--- config.mk ---
export PLATFORM = sky130hd
export DESIGN_NAME = two_class_priority_queue_unit
export DESIGN_NICKNAME = d
export VERILOG_FILES = /design/src/rtl/core/tpq_pkg.sv /design/src/rtl/core/tpq_ctrl.sv /design/src/rtl/core/tpq_datapath.sv /design/src/rtl/core/two_class_priority_queue_unit.sv
export SDC_FILE = /design/constraint.sdc
export NUM_CORES = 1
export LEC_CHECK = 0
export BUFFER_PORTS_ARGS = -buffer_cell sky130_fd_sc_hd__buf_2
export CORE_MARGIN = 2
export CORE_UTILIZATION = 55
export CTS_BUF_LIST = sky130_fd_sc_hd__clkbuf_8
export DETAILED_ROUTE_END_ITERATION = 8
export GPL_TIMING_DRIVEN = 0
export PLACE_DENSITY = 0.77
export SETUP_SLACK_MARGIN = 0.15
export SLEW_MARGIN = 20
export SYNTH_ARGS = -nofsm -noshare
export SYNTH_HDL_FRONTEND = slang
export SYNTH_SLANG_ARGS = --single-unit
--- constraint.sdc ---
create_clock -name clk_i -period 11.55 [get_ports clk_i]
set_input_delay 1.155 -clock clk_i [delete_from_list [all_inputs] [get_ports clk_i]]
set_output_delay 1.155 -clock clk_i [all_outputs]
set_load 0.01 [all_outputs]
--- src/rtl/core/tpq_pkg.sv ---
`default_nettype none

package tpq_pkg;

  // Result codes carried on status_o
  typedef enum logic [1:0] {
    ST_INSERTED = 2'd0,
    ST_REMOVED  = 2'd1,
    ST_EMPTY    = 2'd2,
    ST_DROPPED  = 2'd3
  } status_e;

  // Operation codes carried on mode_i
  localparam logic MODE_INSERT = 1'b0;
  localparam logic MODE_REMOVE = 1'b1;

  // Threshold after reset: values at or above it go to the priority class
  localparam logic signed [31:0] THRESH_RESET = 32'sd60;

  // Controller states
  typedef enum logic {
    S_IDLE = 1'b0,
    S_RESP = 1'b1
  } ctrl_state_e;

  // Commands from the controller to the datapath
  typedef struct packed {
    logic exec;   // run the accepted word this cycle
    logic resp;   // result registers are on the ports
  } tpq_cmd_t;

endpackage

`default_nettype wire

--- src/rtl/core/tpq_ctrl.sv ---
`default_nettype none

module tpq_ctrl
  import tpq_pkg::*;
(
  input  wire logic     clk_i,
  input  wire logic     rst_ni,
  input  wire logic     start_i,
  output tpq_cmd_t      cmd_o,
  output logic          busy_o,
  output logic          done_o
);

  ctrl_state_e state_q, state_d;

  // State register
  always_ff @(posedge clk_i or negedge rst_ni) begin
    if (!rst_ni) begin
      state_q <= S_IDLE;
    end else begin
      state_q <= state_d;
    end
  end

  // Next state and commands
  always_comb begin
    state_d    = state_q;
    cmd_o.exec = 1'b0;
    cmd_o.resp = 1'b0;
    busy_o     = 1'b0;
    case (state_q)
      S_IDLE: begin
        if (start_i) begin
          cmd_o.exec = 1'b1;
          state_d    = S_RESP;
        end
      end
      S_RESP: begin
        busy_o     = 1'b1;
        cmd_o.resp = 1'b1;
        state_d    = S_IDLE;
      end
      default: begin
        state_d = S_IDLE;
      end
    endcase
  end

  assign done_o = cmd_o.resp;

  a_exec_then_resp: assert property (@(posedge clk_i) disable iff (!rst_ni)
    cmd_o.exec |=> (state_q == S_RESP))
    else $error("accepted word not followed by a response cycle");

  a_resp_one_cycle: assert property (@(posedge clk_i) disable iff (!rst_ni)
    (state_q == S_RESP) |=> (state_q == S_IDLE))
    else $error("response cycle lasted more than one clock");

  a_no_exec_when_busy: assert property (@(posedge clk_i) disable iff (!rst_ni)
    busy_o |-> !cmd_o.exec)
    else $error("word executed while busy");

endmodule

`default_nettype wire

--- src/rtl/core/tpq_datapath.sv ---
`default_nettype none

module tpq_datapath
  import tpq_pkg::*;
#(
  parameter int CLASS_DEPTH = 16
) (
  input  wire logic               clk_i,
  input  wire logic               rst_ni,
  input  wire tpq_cmd_t           cmd_i,
  input  wire logic               mode_i,
  input  wire logic signed [31:0] item_value_i,
  input  wire logic               cfg_we_i,
  input  wire logic signed [31:0] cfg_wdata_i,
  output logic [1:0]              status_o,
  output logic signed [31:0]      out_value_o,
  output logic                    out_was_priority_o
);

  localparam int PtrW = (CLASS_DEPTH > 1) ? $clog2(CLASS_DEPTH) : 1;
  localparam int CntW = $clog2(CLASS_DEPTH + 1);
  localparam logic [PtrW-1:0] PtrLast = PtrW'(CLASS_DEPTH - 1);
  localparam logic [CntW-1:0] CntFull = CntW'(CLASS_DEPTH);

  logic signed [31:0] thresh_q;
  logic [PtrW-1:0]    p_head_q, p_head_d, p_tail_q, p_tail_d;
  logic [PtrW-1:0]    n_head_q, n_head_d, n_tail_q, n_tail_d;
  logic [CntW-1:0]    p_count_q, p_count_d, n_count_q, n_count_d;
  status_e            status_q, status_d;
  logic               was_prio_q, was_prio_d;

  logic [31:0] p_mem [CLASS_DEPTH];
  logic [31:0] n_mem [CLASS_DEPTH];
  logic [31:0] p_rdata_q, n_rdata_q;

  logic is_prio, p_full, n_full, p_any, n_any;
  logic p_wr, n_wr, p_rd, n_rd;

  // Classify and decode the accepted word
  assign is_prio = (item_value_i >= thresh_q);
  assign p_full  = (p_count_q == CntFull);
  assign n_full  = (n_count_q == CntFull);
  assign p_any   = (p_count_q != '0);
  assign n_any   = (n_count_q != '0);

  assign p_wr = cmd_i.exec && (mode_i == MODE_INSERT) && is_prio && !p_full;
  assign n_wr = cmd_i.exec && (mode_i == MODE_INSERT) && !is_prio && !n_full;
  assign p_rd = cmd_i.exec && (mode_i == MODE_REMOVE) && p_any;
  assign n_rd = cmd_i.exec && (mode_i == MODE_REMOVE) && !p_any && n_any;

  // Pointer, count and result updates
  always_comb begin
    p_head_d   = p_head_q;
    p_tail_d   = p_tail_q;
    n_head_d   = n_head_q;
    n_tail_d   = n_tail_q;
    p_count_d  = p_count_q;
    n_count_d  = n_count_q;
    status_d   = status_q;
    was_prio_d = was_prio_q;
    if (p_wr) begin
      p_tail_d  = (p_tail_q == PtrLast) ? '0 : p_tail_q + 1'b1;
      p_count_d = p_count_q + 1'b1;
    end
    if (n_wr) begin
      n_tail_d  = (n_tail_q == PtrLast) ? '0 : n_tail_q + 1'b1;
      n_count_d = n_count_q + 1'b1;
    end
    if (p_rd) begin
      p_head_d  = (p_head_q == PtrLast) ? '0 : p_head_q + 1'b1;
      p_count_d = p_count_q - 1'b1;
    end
    if (n_rd) begin
      n_head_d  = (n_head_q == PtrLast) ? '0 : n_head_q + 1'b1;
      n_count_d = n_count_q - 1'b1;
    end
    if (cmd_i.exec) begin
      if (mode_i == MODE_INSERT) begin
        was_prio_d = is_prio;
        status_d   = (p_wr || n_wr) ? ST_INSERTED : ST_DROPPED;
      end else begin
        was_prio_d = p_any;
        status_d   = (p_any || n_any) ? ST_REMOVED : ST_EMPTY;
      end
    end
  end

  // Control and configuration registers
  always_ff @(posedge clk_i or negedge rst_ni) begin
    if (!rst_ni) begin
      thresh_q   <= THRESH_RESET;
      p_head_q   <= '0;
      p_tail_q   <= '0;
      n_head_q   <= '0;
      n_tail_q   <= '0;
      p_count_q  <= '0;
      n_count_q  <= '0;
      status_q   <= ST_INSERTED;
      was_prio_q <= 1'b0;
    end else begin
      if (cfg_we_i) begin
        thresh_q <= cfg_wdata_i;
      end
      p_head_q   <= p_head_d;
      p_tail_q   <= p_tail_d;
      n_head_q   <= n_head_d;
      n_tail_q   <= n_tail_d;
      p_count_q  <= p_count_d;
      n_count_q  <= n_count_d;
      status_q   <= status_d;
      was_prio_q <= was_prio_d;
    end
  end

  // Priority class store: write at tail, registered read at head
  always_ff @(posedge clk_i) begin
    if (p_wr) begin
      p_mem[p_tail_q] <= item_value_i;
    end
    if (p_rd) begin
      p_rdata_q <= p_mem[p_head_q];
    end
  end

  // Normal class store: write at tail, registered read at head
  always_ff @(posedge clk_i) begin
    if (n_wr) begin
      n_mem[n_tail_q] <= item_value_i;
    end
    if (n_rd) begin
      n_rdata_q <= n_mem[n_head_q];
    end
  end

  // Drive the result word
  assign status_o           = status_q;
  assign out_was_priority_o = (status_q == ST_EMPTY) ? 1'b0 : was_prio_q;
  assign out_value_o        = (status_q != ST_REMOVED) ? '0 :
                              (was_prio_q ? p_rdata_q : n_rdata_q);

  a_count_bound: assert property (@(posedge clk_i) disable iff (!rst_ni)
    (p_count_q <= CntFull) && (n_count_q <= CntFull))
    else $error("class count above depth");

  a_prio_pop: assert property (@(posedge clk_i) disable iff (!rst_ni)
    p_rd |=> (p_count_q == $past(p_count_q) - 1'b1) && (status_q == ST_REMOVED)
             && was_prio_q)
    else $error("priority remove did not pop the priority class");

  a_normal_waits: assert property (@(posedge clk_i) disable iff (!rst_ni)
    (cmd_i.exec && (mode_i == MODE_REMOVE) && p_any) |=> $stable(n_count_q))
    else $error("normal class popped while priority class held words");

endmodule

`default_nettype wire

--- src/rtl/core/two_class_priority_queue_unit.sv ---
// A word accepted at one clock edge has its result on the ports,
// with done_o high, during the next cycle.
// A new word is not taken while busy is high; busy is high during the response cycle.
// The receiver cannot stall: each result is present for exactly one cycle.
// Reset (rst_ni low, asynchronous): both classes empty, threshold set to 60;
// store contents are not cleared and are only read after being written.
`default_nettype none

module two_class_priority_queue_unit
  import tpq_pkg::*;
#(
  parameter int CLASS_DEPTH = 16
) (
  input  wire logic               clk_i,
  input  wire logic               rst_ni,
  input  wire logic               start,
  output logic                    busy,
  input  wire logic               mode_i,
  input  wire logic signed [31:0] item_value_i,
  input  wire logic               cfg_we_i,
  input  wire logic signed [31:0] cfg_wdata_i,
  output logic                    done_o,
  output logic [1:0]              status_o,
  output logic signed [31:0]      out_value_o,
  output logic                    out_was_priority_o
);

  tpq_cmd_t cmd;

  tpq_ctrl u_ctrl (
    .clk_i   (clk_i),
    .rst_ni  (rst_ni),
    .start_i (start),
    .cmd_o   (cmd),
    .busy_o  (busy),
    .done_o  (done_o)
  );

  tpq_datapath #(
    .CLASS_DEPTH (CLASS_DEPTH)
  ) u_datapath (
    .clk_i              (clk_i),
    .rst_ni             (rst_ni),
    .cmd_i              (cmd),
    .mode_i             (mode_i),
    .item_value_i       (item_value_i),
    .cfg_we_i           (cfg_we_i),
    .cfg_wdata_i        (cfg_wdata_i),
    .status_o           (status_o),
    .out_value_o        (out_value_o),
    .out_was_priority_o (out_was_priority_o)
  );

endmodule

`default_nettype wire
==> reports/results.txt <==
Layout fillers: 5434
first-pass GRT wire length: 160000 um
Synth Instances: 2483
type of the worst setup path: in -> reg
Slew Viols, Final: 0
Post-CTS Setup Bufs: 0
flops & latches, synth: 1150
Final Hold Slack: 0.2506 ns
Worst R2R Path Depth: 10
die area: 84820 sq um
synth cell count leaders: edfxtp_1, mux2i_1, o21ai_0
CTS Buffer Depth: 3
Synth area leader: edfxtp_1
Post-synth EDFFs: 1088
Slowest cell on crit path: and2_2
root buf cell: clkbuf_8
Worst Tran Pin Value: 1.066 ns
WP data required: 12.06 ns
PD cells: 193.3 nW/um^2
placed instance area: 48310 sq um
Area Overhead vs Synth: 13.71%
prevailing post-synth register cell: edfxtp_1
final design utilization: 63.05%
vias in the first global route: 25.22k
leak pwr: 0.01752 uW
Final Hold Viols: 0
total vias in the final route: 25.10k
post-route minimum period: 4.646 ns
total track usage: 25.85%
Avg Cell Area, Syn: 18.28 sq um
CTS Buf Count: 176
final worst setup slack: 6.904 ns
Sum Neg Setup Slack: 0 ns
CTS tree: done
Die X: 291.2 um
unrepaired setup endpoints after global routing: false
gpl congestion: 0.8878
DP Worst Slack: 6.120 ns
Num Clock Sinks: 1150
Area contributors post-synth: edfxtp_1, mux4_2, mux2i_1
sequential share of the synthesized area: 75.43%
CP Cell Sequence: buf_2, inv_1, ha_1, and4_1, nand4bb_1, o311a_1, nand3_1, o21ai_2, buf_6, nor3b_1, and2_2, buf_16
worst min path class: in -> async
Via density: 6.236
Tcrit/Tclk final: 40.23%
initial DRC count: 2786
Top Layer Used: met4
Distinct cells, synth: 63
io pins: 106
dpl hpwl: 72880 um
Hold-fix buffers, CTS: 0
Clk pin slew, worst setup/hold paths: 0.06 ns
top-count cell post-synth: edfxtp_1
routed wire length: 109000 um
Crit Reg-Reg Endpoint: u_datapath.p_mem[3][14]
largest net degree at the start of global routing: 43
Synth top area share: 72.00%
Layout Skew: 0.03054 ns
data arrival time of the critical path: 5.16 ns
Syn. warnings: 0
Max Fclk: 215.2 MHz
max cap viols: 0
metal3 WL: 11080 um
outcome: complete, no violations
critical path's largest stage delay: 0.66 ns
Critical Path End Type: flip-flop
cell area after layout: 51600 sq um
initial core utilization: 55.44%
post-layout net count: 2924
Skew-Pair Late Insertion Delay: 0.84 ns
syn_nets: 2602
Critical Path Start Type: input port
R2R Setup Slk: 7.34 ns
initial antenna violation count: 1
# DRC: 0
crit-path max FO: 33
Port-buffer cells: 103
share of cells above drive strength 1: 21.54%
core footprint: 81850 sq um
Peak VDD IR: 0.09469 mV
total grt overflow: 0
Rows: 105
Final ANT Viol Nets: 0
met2 WL: 51450 um
Async SR Flop Fraction: 5.391%
PostCTS Resize Cnt: 0
Die H: 291.2 um
Worst R2R Start: u_datapath.thresh_q[3]
number of setup violations in the final report: 0
drt pass-1 iters: 5
met1 WL: 43530 um
Mapped Area: 45380 sq um
wire per inst: 27.09 um
Slew headroom: 28.96%
htree depth: 4
==> sequential cells by signal, indices dropped and copies added (netlist names) <==
name,count
u_ctrl.state_q,1
u_datapath.n_count_q,5
u_datapath.n_head_q,4
u_datapath.n_mem,512
u_datapath.n_rdata_q,32
u_datapath.n_tail_q,4
u_datapath.p_count_q,5
u_datapath.p_head_q,4
u_datapath.p_mem,512
u_datapath.p_rdata_q,32
u_datapath.p_tail_q,4
u_datapath.status_o,2
u_datapath.thresh_q,32
u_datapath.was_prio_q,1
==> stage by stage <==
step                total power, uW  instances
finish                         9976       4025
global route                  10330       4024
CTS                            9994       4023
detailed placement             6897       3697
global placement               6772       3656
floorplan                      6171       2483
==> cell type report <==
| type | instances | area [sq um] | share of cell area, % |
|---|---|---|---|
| multi-input cells | 1155 | 10590 | 20.51 |
| diodes | 2 | 5.005 | 0.009699 |
| clock buffers | 189 | 2601 | 5.041 |
| plain buffers | 131 | 536.8 | 1.040 |
| flip-flops and latches | 1150 | 34230 | 66.33 |
| repair buffers | 144 | 1448 | 2.805 |
| clock inverters | 137 | 680.7 | 1.319 |
| well taps | 1070 | 1339 | 2.594 |
| inverters | 47 | 177.7 | 0.3443 |
==> critical path, delay by kind of cell <==
family / cells / cell delay [ns]
simple gates: 5 / 1.93
fa+ha+maj: 1 / 0.33
buf+inv: 4 / 1.14
compound gates: 2 / 0.53
==> cell usage in the layout (no fill, tap or decap), types with 4 or more instances in the layout <==
cell	instances
edfxtp_1	1088
mux2i_1	235
clkbuf_8	189
o21ai_0	165
nand2_1	132
mux4_2	128
buf_2	117
inv_1	111
clkbuf_1	89
a21oi_1	82
a221oi_1	66
a22oi_1	65
mux2_2	61
dfrtp_1	58
ha_1	48
nor2_1	38
clkinv_1	34
clkinv_2	26
buf_16	26
buf_1	18
nor2_4	12
xnor2_1	11
nand3_1	10
a21o_1	10
and3_2	8
and2_2	8
buf_8	8
nand2b_1	7
clkbuf_2	6
nand4_1	6
nor2b_1	5
buf_4	5
nor3_4	4
nor3_1	4
inv_8	4
dfstp_2	4
==> power by group <==
part           switching, uW  total (uW)  internal (uW)  leakage, uW
clock                   1550        3140           1580      0.00194
combinational           1260        2030            770      0.00505
sequential              68.4        4810           4740       0.0105
==> routing by layer <==
metal | track usage [%] | up-vias
met3 | 6.742 | 176
met5 | 0 | -
met4 | 9.326 | 0
met2 | 40.04 | 1485
met1 | 35.82 | 12820
li1 | - | 10620
==> cells by family after synthesis <==
logic type | count (synthesis) | share of synthesized area, %
AO/OA/AOI/OAI | 412 | 5.719
XOR/XNOR | 12 | 0.2316
adder cells (fa/ha/maj) | 50 | 1.412
buffers and inverters | 178 | 1.552
flip-flops | 1150 | 75.43
multiplexers | 425 | 13.08
AND/OR/NAND/NOR | 256 | 2.581
==> worst max path at each step <==
| stage | from | end | cells past startpoint |
|---|---|---|---|
| 6_report | item_value_i[0] | u_datapath.n_mem[2][6] | 12 |
| 5_1_grt | item_value_i[31] | u_datapath.p_mem[3][15] | 11 |
| 4_1_cts | item_value_i[31] | u_datapath.p_mem[3][18] | 11 |
| 3_5_place_dp | item_value_i[31] | u_datapath.p_mem[3][12] | 11 |
| 3_3_place_gp | item_value_i[31] | u_datapath.p_mem[3][12] | 9 |
| 2_1_floorplan | item_value_i[31] | u_datapath.p_mem[3][0] | 8 |
No activity file was read; power rests on OpenSTA's default activity.
